**config.mk**
```make
export PLATFORM = sky130hd
export DESIGN_NAME = fdcm_mul
export DESIGN_NICKNAME = d
export VERILOG_FILES = /design/src/sv/fdcm_pkg.sv /design/src/sv/fdcm_mul.sv
export SDC_FILE = /design/constraint.sdc
export NUM_CORES = 1
export LEC_CHECK = 0
export BUFFER_PORTS_ARGS = -buffer_cell sky130_fd_sc_hd__buf_4
export CAP_MARGIN = 10
export CORE_UTILIZATION = 27
export DETAILED_ROUTE_END_ITERATION = 8
export PLACE_DENSITY_LB_ADDON = 0.2
export SLEW_MARGIN = 15
export SYNTH_ARGS = -nofsm -noshare
export SYNTH_HDL_FRONTEND = slang
export SYNTH_SLANG_ARGS = --single-unit
```
**constraint.sdc**
```tcl
create_clock -name clk -period 5.4 [get_ports clk]
set_input_delay 0.27 -clock clk [delete_from_list [all_inputs] [get_ports clk]]
set_output_delay 0.27 -clock clk [all_outputs]
set_load 0.05 [all_outputs]
```
**src/sv/fdcm_pkg.sv**
```systemverilog
// ----------------------------------------------------------------------------
// fdcm_pkg
// Shared widths, register map, control types and fixed-point helpers for the
// feedback delay / color / mix echo unit.
// ----------------------------------------------------------------------------
package fdcm_pkg;

    localparam int unsigned SAMPLE_W      = 16;              // Q1.15 samples
    localparam int unsigned COEF_W        = 16;              // Q0.16 coefficients
    localparam int unsigned FRAC_W        = 16;
    localparam int unsigned MCAND_W       = SAMPLE_W + 1;    // sample difference
    localparam int unsigned ACC_W         = 35;
    localparam int unsigned CNT_W         = $clog2(COEF_W);
    localparam int unsigned DEFAULT_DEPTH = 65536;

    localparam int unsigned APB_DATA_W    = 32;
    localparam int unsigned APB_ADDR_W    = 4;

    localparam logic [CNT_W-1:0] LAST_STEP = CNT_W'(COEF_W - 1);

    // register index, taken from paddr[3:2]
    localparam logic [1:0] REG_DELAY    = 2'd0;
    localparam logic [1:0] REG_FEEDBACK = 2'd1;
    localparam logic [1:0] REG_COLOR    = 2'd2;
    localparam logic [1:0] REG_MIX      = 2'd3;

    localparam logic signed [ACC_W-1:0] ROUND_BIAS = ACC_W'(32768);
    localparam logic signed [ACC_W-1:0] SAT_HI     = ACC_W'(32767);
    localparam logic signed [ACC_W-1:0] SAT_LO     = -ACC_W'(32768);

    typedef struct packed {
        logic clear;    // voice start: forget the whole store
        logic wr_en;    // write one sample and read the delayed one
    } fdcm_ring_ctl_t;

    // round to nearest, halves toward +inf, drop the Q0.16 fraction
    function automatic logic signed [ACC_W-1:0] round_q16(input logic signed [ACC_W-1:0] a);
        round_q16 = (a + ROUND_BIAS) >>> FRAC_W;
    endfunction

    function automatic logic signed [SAMPLE_W-1:0] sat_sample(
        input logic signed [ACC_W-1:0] v
    );
        if (v > SAT_HI)
        begin
            sat_sample = SAT_HI[SAMPLE_W-1:0];
        end
        else if (v < SAT_LO)
        begin
            sat_sample = SAT_LO[SAMPLE_W-1:0];
        end
        else
        begin
            sat_sample = v[SAMPLE_W-1:0];
        end
    endfunction

endpackage

```
**src/sv/fdcm_mul.sv**
```systemverilog
// ----------------------------------------------------------------------------
// fdcm_mul
// Bit-serial multiply-accumulate: acc = base + mcand * mplier, with the
// unsigned Q0.16 multiplier shifted out LSB first, one bit per clock.
// ----------------------------------------------------------------------------
module fdcm_mul
(
    input  logic                                 clk,
    input  logic                                 rst_n,
    input  logic                                 start,
    input  logic signed [fdcm_pkg::MCAND_W-1:0]  mcand,
    input  logic        [fdcm_pkg::COEF_W-1:0]   mplier,
    input  logic signed [fdcm_pkg::ACC_W-1:0]    base,
    output logic                                 busy,
    output logic signed [fdcm_pkg::ACC_W-1:0]    acc
);
    import fdcm_pkg::*;

    logic signed [ACC_W-1:0]  acc_reg;
    logic signed [ACC_W-1:0]  mcand_reg;
    logic        [COEF_W-1:0] mplier_reg;
    logic        [CNT_W-1:0]  cnt_reg;
    logic                     busy_reg;

    always_ff @(posedge clk or negedge rst_n)
    begin
        if (!rst_n)
        begin
            busy_reg <= 1'b0;
            cnt_reg  <= '0;
        end
        else if (start)
        begin
            busy_reg <= 1'b1;
            cnt_reg  <= LAST_STEP;
        end
        else if (busy_reg)
        begin
            if (cnt_reg == '0)
            begin
                busy_reg <= 1'b0;
            end
            cnt_reg <= cnt_reg - 1'b1;
        end
    end

    always_ff @(posedge clk)
    begin
        if (start)
        begin
            acc_reg    <= base;
            mcand_reg  <= ACC_W'(mcand);
            mplier_reg <= mplier;
        end
        else if (busy_reg)
        begin
            if (mplier_reg[0])
            begin
                acc_reg <= acc_reg + mcand_reg;
            end
            mcand_reg  <= mcand_reg <<< 1;
            mplier_reg <= mplier_reg >> 1;
        end
    end

    assign busy = busy_reg;
    assign acc  = acc_reg;

endmodule

```
# After elaboration in Yosys (flattened, before gate mapping)
# Cells that the tools add are included.
# classes
n_addsub	2
mux	12
reduce_logical	4
# ops
operator	count
$mux 35	5
$add 35x35->35	1
$mux 16	2
$mux 4	2
$logic_not 4->1	1
$reduce_bool 2->1	2
$sub 4x1->4 const B	1
$mux 1	3
$reduce_and 2->1	1
# totals
register_bits	91
inputBits	71
output_inout_bits	36
elab_cells	23

# Depth between registers and ports, before layout
# logic_depth
depth_word	4
depth_mapped	10
ltp_nobuf	10

# Least setup slack after synthesis
# No wires, ideal clock.
# synth_timing
path_type	register to register
start	reg acc_reg[0], in the netlist acc[0]
end	reg acc_reg[32], in the netlist acc[32], data pin
setup_time_ps	261
arrival_ps	2665
required_time_ps	5139
path_slack_ps	2474
stages_incl_launch_ff	11
n_path_buf	0
period_less_slack_ps	2926
cell_sequence	edfxtp_1 > ha_1 > inv_1 > fa_1 > nand2b_1 > a21oi_2 > o21a_1 > nor3b_2 > o311ai_1 > a21oi_1 > a311o_1
# synth_via
elab_chain_len	4
# synth_rtl
item	line	rtl
start: declaration	fdcm_mul.sv:19	logic signed [ACC_W-1:0] acc_reg;
start signal: assignment	fdcm_mul.sv:51	acc_reg <= base;
start signal: assignment	fdcm_mul.sv:59	acc_reg <= acc_reg + mcand_reg;
$add 35x35->35	fdcm_mul.sv:59	
$mux 35	fdcm_mul.sv:57	if (mplier_reg[0])
$mux 35	fdcm_mul.sv:55	else if (busy_reg)
$mux 35	fdcm_mul.sv:49	if (start)
# Every way passes these cells. The select of a mux whose other input is x is not followed.
# A chain may end at the register's enable or synchronous reset.

# Worst setup path in the final report
# layout_timing
start	reg acc_reg[3], in the netlist acc[3]
end	reg acc_reg[27], in the netlist acc[27], data pin
# Same word-level chain as after synthesis.

==> qor.yml <==
powerDensity_nw_per_um2: 445
drive_above_1_share_pct: 26.5
placedInstanceArea_um2: 6960
instances_no_fill: 944
cp_slowest_cell: "a2111oi_2"
fin_tns_setup_ns: 0
path_depth: 8
area_growth_pct: 23.2
final_area_um2: 7280
wl_met1_mm: 7.43
tritoncts: "done"
yosys.area_share.simple_pct: 11.5
syn_area_per_cell_um2: 10.3
grt_util_all_layers_pct: 14.6
final_max_slew_viol_count: 0
regToRegEndpoint: "acc[27]"
grt_pass1_vias: 4747
place_inst: 927
diodes: 0
ios: 107
fp.dieH_um: 150
cts_sinks: 91
rsz0062_at_grt: "false"
end_kind: "flip-flop"
setup_viol: 0
multiInputGateArea_um2: 2950
cpPeakStageDelay_ns: 0.60
setup.worst_path.end: "acc[27]"
wl_met3_um: 805
synth_compound_area_share_pct: 21.3
initial_utilization_pct: 27.8
slew-limit-headroom_pct: 43.2
status: "complete, no violations"
synth_nets: 678
synth_seq_area_share_pct: 45.8
hold_path_class: "input port to flip-flop"
die_area_um2: 22500
ys.flop_type: "edfxtp_1"
synthCells: 571
path_cells: "ha_1, a21o_1, a21oi_2, a2111oi_4, o2111ai_2, a2111oi_2, o311a_1, a221oi_2"
synth_xor_area_share_pct: 3.41
utilization_pct: 34.3
finalHoldViolCount: 0
h-tree-depth: 3
synth_area_um2: 5910
dr.pass1.iters: 6
path_clk_slew_ns: 0.07
cellLeakagePower_uw: 0.00303
worstMarginPinSlew_ns: 0.851
critPathLaunchType: "flip-flop"
cts_max_path_buffers: 2
synth-edff-count: 86
skew_ns: 0.00960
row_count: 53
drc: 0
place_hpwl_mm: 11.6
wl_met2_mm: 7.34
drt_wl_total_mm: 15.8
r2r_cells: 8
post_cts.repair.setup_buffers: 0
cts_buffers: 9
grt_max_degree: 82
gp_congestion: 0.891
synthMuxAreaShare_pct: 5.89
ys_async_sr_fraction_pct: 5.49
synth_top_family_by_area: "compound AO/OA/AOI/OAI gates"
arrival_ns: 2.97
fp.coreArea_um2: 21200
drt_iter0_drc: 299
viasPerCell: 4.91
synth_cell_type_count: 69
dr_total_vias: 4639
ff_latch_area_um2: 2710
crit_start: "acc[3]"
wl_per_cell_um: 16.7
clkLatencyLatePin_ns: 0.36
finalCritPeriodShare_pct: 53.6
nets: 771
reg2reg_slack_ns: 2.50
vdd_drop_max_uv: 155
ant_nets: 0
fillers: 2203
max-cap-violations: 0
yosys_warnings: 0
reg2reg_from: "acc[3]"
synthAdderAreaFrac_pct: 7.75
antenna_found_initial: 1
critPathTopFamily: "compound AO/OA/AOI/OAI gates"
pre_cts_slack_ns: 2.54
grt_pass1_wl_mm: 25.2
ys_ff_latch: 91
max_clock_freq_mhz: 345
post-route-min-period_ns: 2.90
crit_required_ns: 5.47
port_buffers: 106
fin_ws_ns: 2.50
top_layer_used: "met5"
crit_type: "flip-flop to flip-flop"
crit_fanout: 5
die_w_um: 150
grt_overflow: 0
cts_root_buf: "clkbuf_16"
critical_path_buf_inv_count: 0
## report_power, final
group | switching (uW) | internal (uW) | leakage (uW)
Combinational | 983 | 564 | 0.00192
Clock | 310 | 368 | 0.000151
Sequential | 82.5 | 931 | 0.000959
Total | 1370 | 1860 | 0.00303
## per-stage QoR
step / total power [uW] / hold WS (ns)
4_1_cts: 3260 / 0.177
6_report: 3240 / 0.184
2_1_floorplan: 2150 / -0.0256
3_5_place_dp: 2570 / 0.0767
5_1_grt: 3440 / 0.180
3_3_place_gp: 2570 / 0.0739
## synth_stat cells (6+ instances only)
master    instances  area share [%]
edfxtp_1         86              44
nand2_1          66             4.2
o21ai_0          46             3.9
a21oi_1          42             3.6
inv_1            38             2.4
ha_1             35             7.4
mux2_2           30             5.7
nor2_1           26             1.7
clkbuf_1         22             1.4
a21o_1           19             2.4
xnor2_1          14             2.1
xor2_1            9             1.3
o21ai_1           8            0.68
nor3_1            7            0.59
o211ai_1          7            0.89
o21a_1            7            0.89
a211oi_1          6            0.76
o21bai_1          6            0.76
## layer usage
layer  vias up  track usage (%)
li1       2307                -
met1      2197             19.6
met2       118             23.5
met3        15             3.14
met4         2             4.19
met5         -                0
## worst reg2reg max path, delay by kind of cell (launching register included)
kind	cells	cell delay, ns
flops	1	0.40
compound gates	7	1.80
fa+ha+maj	1	0.43
## timing repair
item                                   4_1_cts  5_1_grt
hold buffers                                 1        0
endpoints found under the hold margin        5        0
gates resized for setup                      0        0
## logic make-up after synthesis
logic type | count (synthesis)
AOI/OAI and AO/OA | 183
and+or+nand+nor | 141
DFF | 91
buffers and inverters | 66
adders and majority gates | 36
muxes | 31
xor gates and xnor gates | 23
## final cells by class
class	count	area share, %
Inverter	38	1.96
Sequential cell	91	37.2
Timing Repair Buffer	110	11.4
Multi-Input combinational cell	414	40.5
Clock buffer	9	3.10
Tap cell	275	4.73
Clock inverter	7	1.13
## how the worst min path moves through the flow
stage                         from      endpoint  slack, ns  depth (start not counted)
final                      base[4]        acc[4]       0.18                          3
after floorplan              rst_n          busy      -0.03                          0
after detailed placement     rst_n    cnt_reg[0]       0.08                          1
after CTS                 mcand[0]  mcand_reg[0]       0.18                          2
after global placement       rst_n    cnt_reg[0]       0.07                          1
after global routing      mcand[0]  mcand_reg[0]       0.18                          2
## cells in the final DEF (no fill, tap or decap), types with 6 or more instances in the layout
cell type,synthesis,routed
a211oi_1,6,6
a21o_1,19,19
a21oi_1,42,42
buf_4,0,109
clkbuf_16,0,9
edfxtp_1,86,86
ha_1,35,35
inv_1,38,38
mux2_2,30,30
nand2_1,66,66
nor2_1,26,26
nor3_1,7,7
o211ai_1,7,7
o21a_1,7,7
o21ai_0,46,46
o21ai_1,8,8
o21bai_1,6,6
xnor2_1,14,14
xor2_1,9,9
Power figures use the tool's default switching activity.
