`src/sv/fdcm_pkg.sv`:
```
// ----------------------------------------------------------------------------
// fdcm_pkg
// Shared widths, register map, control types and fixed-point helpers for the
// feedback delay / color / mix echo unit.
// ----------------------------------------------------------------------------
package fdcm_pkg;

    localparam int unsigned SAMPLE_W      = 16;              // Q1.15 samples
    localparam int unsigned COEF_W        = 16;              // Q0.16 coefficients
    localparam int unsigned FRAC_W        = 16;
    localparam int unsigned MCAND_W       = SAMPLE_W + 1;    // sample difference
    localparam int unsigned ACC_W         = 35;
    localparam int unsigned CNT_W         = $clog2(COEF_W);
    localparam int unsigned DEFAULT_DEPTH = 65536;

    localparam int unsigned APB_DATA_W    = 32;
    localparam int unsigned APB_ADDR_W    = 4;

    localparam logic [CNT_W-1:0] LAST_STEP = CNT_W'(COEF_W - 1);

    // register index, taken from paddr[3:2]
    localparam logic [1:0] REG_DELAY    = 2'd0;
    localparam logic [1:0] REG_FEEDBACK = 2'd1;
    localparam logic [1:0] REG_COLOR    = 2'd2;
    localparam logic [1:0] REG_MIX      = 2'd3;

    localparam logic signed [ACC_W-1:0] ROUND_BIAS = ACC_W'(32768);
    localparam logic signed [ACC_W-1:0] SAT_HI     = ACC_W'(32767);
    localparam logic signed [ACC_W-1:0] SAT_LO     = -ACC_W'(32768);

    typedef struct packed {
        logic clear;    // voice start: forget the whole store
        logic wr_en;    // write one sample and read the delayed one
    } fdcm_ring_ctl_t;

    // round to nearest, halves toward +inf, drop the Q0.16 fraction
    function automatic logic signed [ACC_W-1:0] round_q16(input logic signed [ACC_W-1:0] a);
        round_q16 = (a + ROUND_BIAS) >>> FRAC_W;
    endfunction

    function automatic logic signed [SAMPLE_W-1:0] sat_sample(
        input logic signed [ACC_W-1:0] v
    );
        if (v > SAT_HI)
        begin
            sat_sample = SAT_HI[SAMPLE_W-1:0];
        end
        else if (v < SAT_LO)
        begin
            sat_sample = SAT_LO[SAMPLE_W-1:0];
        end
        else
        begin
            sat_sample = v[SAMPLE_W-1:0];
        end
    endfunction

endpackage

```
`src/sv/fdcm_mod.sv`:
```
// ----------------------------------------------------------------------------
// fdcm_mod
// Restoring remainder of the delay setting by the store depth, one dividend
// bit per clock, MSB first.
// ----------------------------------------------------------------------------
module fdcm_mod
#(
    parameter  int unsigned DEPTH = fdcm_pkg::DEFAULT_DEPTH,
    localparam int unsigned AW    = $clog2(DEPTH)
)
(
    input  logic                          clk,
    input  logic                          rst_n,
    input  logic                          start,
    input  logic [fdcm_pkg::COEF_W-1:0]   value,
    output logic                          busy,
    output logic [AW-1:0]                 rem
);
    import fdcm_pkg::*;

    localparam logic [AW:0] DEPTH_C = (AW+1)'(DEPTH);

    logic [COEF_W-1:0] val_reg;
    logic [AW-1:0]     rem_reg;
    logic [AW-1:0]     rem_next;
    logic [AW:0]       trial;
    logic [CNT_W-1:0]  cnt_reg;
    logic              busy_reg;

    always_comb
    begin
        trial = {rem_reg, val_reg[COEF_W-1]};
        if (trial >= DEPTH_C)
        begin
            rem_next = AW'(trial - DEPTH_C);
        end
        else
        begin
            rem_next = trial[AW-1:0];
        end
    end

    always_ff @(posedge clk or negedge rst_n)
    begin
        if (!rst_n)
        begin
            busy_reg <= 1'b0;
            cnt_reg  <= '0;
        end
        else if (start)
        begin
            busy_reg <= 1'b1;
            cnt_reg  <= LAST_STEP;
        end
        else if (busy_reg)
        begin
            if (cnt_reg == '0)
            begin
                busy_reg <= 1'b0;
            end
            cnt_reg <= cnt_reg - 1'b1;
        end
    end

    always_ff @(posedge clk)
    begin
        if (start)
        begin
            val_reg <= value;
            rem_reg <= '0;
        end
        else if (busy_reg)
        begin
            val_reg <= val_reg << 1;
            rem_reg <= rem_next;
        end
    end

    assign busy = busy_reg;
    assign rem  = rem_reg;

endmodule

```
`config.mk`:
```
export PLATFORM = sky130hd
export DESIGN_NAME = fdcm_mod
export DESIGN_NICKNAME = d
export VERILOG_FILES = /design/src/sv/fdcm_pkg.sv /design/src/sv/fdcm_mod.sv
export SDC_FILE = /design/constraint.sdc
export NUM_CORES = 1
export LEC_CHECK = 0
export ABC_AREA = 1
export ABC_CLOCK_PERIOD_IN_PS = 3700
export BUFFER_PORTS_ARGS = -buffer_cell sky130_fd_sc_hd__buf_2
export CAP_MARGIN = 20
export CORE_MARGIN = 3
export CORE_UTILIZATION = 55
export CTS_CLUSTER_SIZE = 40
export DETAILED_ROUTE_END_ITERATION = 10
export GPL_TIMING_DRIVEN = 0
export PLACE_DENSITY_LB_ADDON = 0.08
export SYNTH_ARGS = -nofsm -noshare
export SYNTH_HDL_FRONTEND = slang
export SYNTH_SLANG_ARGS = --single-unit
```
`constraint.sdc`:
```
create_clock -name clk -period 3.7 [get_ports clk]
set_input_delay 0.37 -clock clk [delete_from_list [all_inputs] [get_ports clk]]
set_output_delay 0.37 -clock clk [all_outputs]
set_load 0.05 [all_outputs]
```
Word level (Yosys, flattened, before mapping)
Cells that the tools add are included.
{ "op_classes": {"shift": 0, "mux": 8, "reduce_logical": 2, "magnitude_cmp": 1, "n_mul": 0, "eq_ne": 0, "addsub": 2, "n_div": 0, "bitwise": 0} }
{ "ops": {"columns": ["cell", "count"], "rows": [
  ["$mux 16", 3],
  ["$ge 17x17->1 const B", 1],
  ["$sub 16x1->16 const B", 1],
  ["$mux 4", 2],
  ["$logic_not 4->1", 1],
  ["$sub 4x1->4 const B", 1],
  ["$mux 1", 3],
  ["$reduce_bool 2->1", 1]
]} }
{ "word_totals": {"out_inout_bits": 17, "romBits": 0, "ram_bits": 0, "word_cells": 17, "memories": 0, "register_bits": 37, "latchBits": 0} }

Depth between registers and ports, before layout
{ "depth": {"depth_word": 4, "depth_mapped": 7} }

Least setup slack after synthesis
Ideal clock, no wire load.
{ "synth_path": {"path_type": "flip-flop to flip-flop", "start": "reg busy_reg, in the netlist busy", "end": "reg val_reg[0], enable pin", "path_stages_with_launch": 5, "slack_ps": 1960, "required_ps": 3326, "t_arrival_ps": 1366, "period_less_slack_ps": 1740, "cell_sequence": "dfrtp_1 > buf_6 > inv_2 > buf_6 > nand2_1"} }
{ "synth_via": {"elab_chain_cells": 1} }
{ "synth_rtl": {"columns": ["item", "line", "source"], "rows": [
  ["start, declared", "fdcm_mod.sv:28", "logic busy_reg;"],
  ["start signal, assigned", "fdcm_mod.sv:47", "busy_reg <= 1'b0;"],
  ["start signal, assigned", "fdcm_mod.sv:52", "busy_reg <= 1'b1;"],
  ["start signal, assigned", "fdcm_mod.sv:59", "busy_reg <= 1'b0;"],
  ["$reduce_bool 2->1 (no line)", null, null],
  ["end signal, assigned", "fdcm_mod.sv:69", "val_reg <= value;"],
  ["end signal, assigned", "fdcm_mod.sv:74", "val_reg <= val_reg << 1;"],
  ["end, declared", "fdcm_mod.sv:23", "logic [COEF_W-1:0] val_reg;"]
]} }
No other way between the ends.
A chain may end at the register's enable or synchronous reset.

Worst setup path in the final report
{ "layout_path": {"start": "reg busy_reg, in the netlist busy", "end": "reg val_reg[14], enable pin"} }
The elaborated chain is that of the path after synthesis.

==> impl_metrics.prom <==
# TYPE chip_impl_metric gauge
chip_impl_metric{name="cts_hold_buffers",unit=""} 1
chip_impl_metric{name="start_util",unit=""} 0.610
chip_impl_info{name="setup.worst_path.class",value="reg -> reg"} 1
chip_impl_metric{name="die_area",unit="um2"} 3610
chip_impl_metric{name="path_clk_slew",unit="ns"} 0.11
chip_impl_metric{name="timing.final.crit_period",unit="ns"} 1.60
chip_impl_metric{name="power.net_switching",unit="uW"} 172
chip_impl_info{name="crit_path_end_kind",value="flop"} 1
chip_impl_metric{name="slew-limit-headroom",unit=""} 0.513
chip_impl_metric{name="critical_path_arrival",unit="ns"} 1.58
chip_impl_metric{name="max_cap_violations",unit=""} 0
chip_impl_info{name="rsz0062_at_grt",value="false"} 1
chip_impl_metric{name="grt_max_degree",unit=""} 19
chip_impl_metric{name="globalRoute.totalOverflow",unit=""} 0
chip_impl_metric{name="power.combinational.fraction",unit=""} 0.080
chip_impl_metric{name="pwr-share-seq",unit=""} 0.579
chip_impl_metric{name="cts.sink_count",unit=""} 37
chip_impl_metric{name="finalHoldViolations",unit=""} 0
chip_impl_metric{name="floorplan.die.height",unit="um"} 60.0
chip_impl_metric{name="port_buffers",unit=""} 34
chip_impl_metric{name="drt_drc_violations_left",unit=""} 0
chip_impl_metric{name="post_drt_wl_per_cell",unit="um"} 11.2
chip_impl_metric{name="postCtsSetupBuffers",unit=""} 0
chip_impl_metric{name="power.switching_fraction",unit=""} 0.218
chip_impl_metric{name="synthArstFlopShare",unit=""} 0.135
chip_impl_metric{name="footprint_of_the_multi_input_gates",unit="um2"} 470
chip_impl_info{name="leading_post_synthesis_cells_by_instance_count",value="51 x nand2_1, 34 x nor2_1, 16 x buf_4, 16 x dfxtp_1, 16 x edfxtp_1"} 1
chip_impl_metric{name="postRouteWirelength",unit="um"} 2830
chip_impl_metric{name="synth-edff-count",unit=""} 16
chip_impl_metric{name="chipWidth",unit="um"} 60.0
chip_impl_metric{name="maxClockFrequency",unit="GHz"} 0.624
chip_impl_info{name="synthDominantAreaCellType",value="edfxtp_1"} 1
chip_impl_metric{name="antenna_found_initial",unit=""} 0
chip_impl_metric{name="layoutNonFillerInstCount",unit=""} 253
chip_impl_metric{name="final.setup.worst_slack",unit="ns"} 2.10
chip_impl_metric{name="finalClockSkew",unit="ns"} 0.00810
chip_impl_metric{name="power.static_leakage",unit="nW"} 0.955
chip_impl_metric{name="clk_latency",unit="ns"} 0.34
chip_impl_metric{name="place.detailed.instances",unit=""} 244
chip_impl_metric{name="setup_tns",unit="ns"} 0
chip_impl_info{name="dominant_cell_by_count_in_the_synthesized_netlist",value="nand2_1"} 1
chip_impl_info{name="synthFlopType",value="edfxtp_1"} 1
chip_impl_metric{name="cts.htree.levels",unit=""} 2
chip_impl_metric{name="quantity_of_gates_resized_following_cts",unit=""} 0
chip_impl_metric{name="syn-cell-area",unit="um2"} 1610
chip_impl_metric{name="clock_power_share",unit=""} 0.341
chip_impl_metric{name="cell_variety_after_synth",unit=""} 18
chip_impl_info{name="tritoncts",value="yes"} 1
chip_impl_metric{name="fp-row-count",unit=""} 18
chip_impl_metric{name="netlist.area_leader.share",unit=""} 0.299
chip_impl_metric{name="pwr_density_cell",unit="nW/um2"} 414
chip_impl_metric{name="period_share",unit=""} 0.433
chip_impl_metric{name="ios",unit=""} 36
chip_impl_metric{name="cts_max_path_buffers",unit=""} 2
chip_impl_metric{name="crit_required",unit="ns"} 3.68
chip_impl_metric{name="post_synthesis_average_cell_area",unit="um2"} 8.93
chip_impl_metric{name="final_max_slew_viol_count",unit=""} 0
chip_impl_info{name="timing.hold.worst.class",value="in -> reg"} 1
chip_impl_info{name="synth.area.top_cells",value="edfxtp_1 30%, dfxtp_1 20%, nand2_1 12%"} 1
chip_impl_metric{name="dr_total_vias",unit=""} 1241
chip_impl_info{name="cts_root_buf",value="clkbuf_4"} 1
chip_impl_metric{name="core",unit="um2"} 2640
chip_impl_metric{name="worstMarginPinSlew",unit="ns"} 0.729
chip_impl_metric{name="vdd_drop_max",unit="V"} 0.000415
chip_impl_metric{name="synthesis.instances",unit=""} 180
chip_impl_metric{name="first_pass_iters",unit=""} 4
chip_impl_metric{name="layout-area-overhead-vs-synth",unit="%"} 18.2
chip_impl_metric{name="cts_inserted_buffers",unit=""} 5
chip_impl_metric{name="avgViaCountPerCell",unit=""} 4.91
chip_impl_metric{name="yosysWarnings",unit=""} 0
chip_impl_metric{name="finalSetupViolCount",unit=""} 0
chip_impl_metric{name="power.internal",unit="uW"} 615
chip_impl_metric{name="fillcell_total",unit=""} 224
chip_impl_metric{name="fraction_of_the_core_area_covered_by_cells_at_the_end_of_the_flow",unit=""} 0.721
chip_impl_metric{name="ys_seq_area_frac",unit=""} 0.576
chip_impl_metric{name="dp_hpwl",unit="um"} 1990
chip_impl_metric{name="route.antenna.remaining_nets",unit=""} 0
chip_impl_metric{name="synth.ff_latch_count",unit=""} 37
chip_impl_metric{name="final_layout_size_suffix_gt1_frac",unit=""} 0.300
chip_impl_metric{name="antenna-diode-count",unit=""} 0
chip_impl_metric{name="routabilityCongestion",unit=""} 0.750
chip_impl_metric{name="nets",unit=""} 242
chip_impl_info{name="startpoint_type",value="flop"} 1
chip_impl_metric{name="synthesis.nets",unit=""} 200
chip_impl_metric{name="seqCellArea",unit="um2"} 926
chip_impl_metric{name="total_global_route_track_usage",unit=""} 0.183
chip_impl_info{name="status",value="complete, no violations"} 1
chip_impl_metric{name="number_of_global_route_vias_before_repair",unit=""} 1147
chip_impl_metric{name="placement.setup.worst_slack",unit="ns"} 2.10
chip_impl_metric{name="global_route_wire_length_before_repair",unit="um"} 4770
chip_impl_metric{name="dr.first_iter.drc_count",unit=""} 44
chip_impl_metric{name="path_max_fanout",unit=""} 18
==> power groups by stage <==
stage,sequential (mW),clock [mW],combinational [mW]
floorplan,0.462,0,0.0436
global placement,0.463,0,0.0597
detailed placement,0.464,0,0.0621
CTS,0.455,0.274,0.0635
global route,0.458,0.291,0.0730
finish,0.455,0.269,0.0629
==> worst max-delay path, cell delays in order, from the launching register on <==
cell     delay [ns]
dfrtp_1        0.38
buf_6          0.14
inv_2          0.04
buf_6          0.13
nand2_1        0.54
==> final timing paths <==
path,from,slack (ns),depth (start not counted),endpoint
setup / recovery,busy,2.10,4,val_reg[14]
hold / removal,start,0.28,3,cnt_reg[0]
setup reg to reg,busy,2.10,4,val_reg[14]
hold reg to reg,rem[14],0.51,2,rem[15]
max in group asynchronous,rst_n,3.21,2,cnt_reg[3]
min in group asynchronous,rst_n,0.36,2,busy
==> cell usage in the layout (no fill, tap or decap) <==
| cell type | netlist | final |
|---|---|---|
| clkinv_1 | 0 | 1 |
| dlygate4sd3_1 | 0 | 1 |
| nor3_1 | 1 | 1 |
| inv_1 | 5 | 5 |
| nand3_1 | 3 | 3 |
| buf_4 | 16 | 16 |
| nor2_1 | 34 | 34 |
| buf_2 | 5 | 39 |
| dfrtp_1 | 5 | 5 |
| edfxtp_1 | 16 | 16 |
| clkbuf_1 | 0 | 1 |
| o21ai_1 | 5 | 5 |
| clkbuf_4 | 0 | 5 |
| inv_2 | 1 | 1 |
| buf_6 | 3 | 3 |
| nor2_4 | 1 | 1 |
| bufinv_16 | 0 | 1 |
| clkinv_4 | 1 | 1 |
| dfxtp_1 | 16 | 16 |
| ha_1 | 1 | 1 |
| o21ai_0 | 15 | 15 |
| nand2_1 | 51 | 51 |
| nand3b_1 | 1 | 1 |
==> stage by stage <==
stage | hold WS [ns] | total power [mW] | instance area (um2)
after floorplan | 0.0744 | 0.506 | 1610
after global placement | 0.186 | 0.523 | 1810
after detailed placement | 0.190 | 0.527 | 1810
after CTS | 0.279 | 0.793 | 1900
after global routing | 0.294 | 0.821 | 1900
final | 0.283 | 0.787 | 1900
==> cell families after synthesis <==
family,synth area share
buffers and inverters,0.131
AND/OR/NAND/NOR,0.223
adder cells (fa/ha/maj),0.00779
AO/OA/AOI/OAI,0.0623
flip-flops,0.576
==> layout make-up <==
| class | instances | share of cell area |
|---|---|---|
| Sequential cell | 37 | 0.487 |
| Clock inverter | 2 | 0.0178 |
| Tap cell | 30 | 0.0198 |
| Clock buffer | 6 | 0.0217 |
| Timing Repair Buffer | 35 | 0.0949 |
| Multi-Input combinational cell | 112 | 0.248 |
| Inverter | 7 | 0.0165 |
| Buffer | 24 | 0.0942 |
==> metal layers <==
| layer | up-vias | global-route usage | wire length [um] |
|---|---|---|---|
| met4 | 0 | 0.0791 | 46 |
| met2 | 44 | 0.279 | 1340 |
| met5 | - | 0 | 0 |
| met1 | 552 | 0.231 | 1250 |
| met3 | 7 | 0.0713 | 198 |
| li1 | 638 | - | - |
No activity file was read; power rests on OpenSTA's default activity.
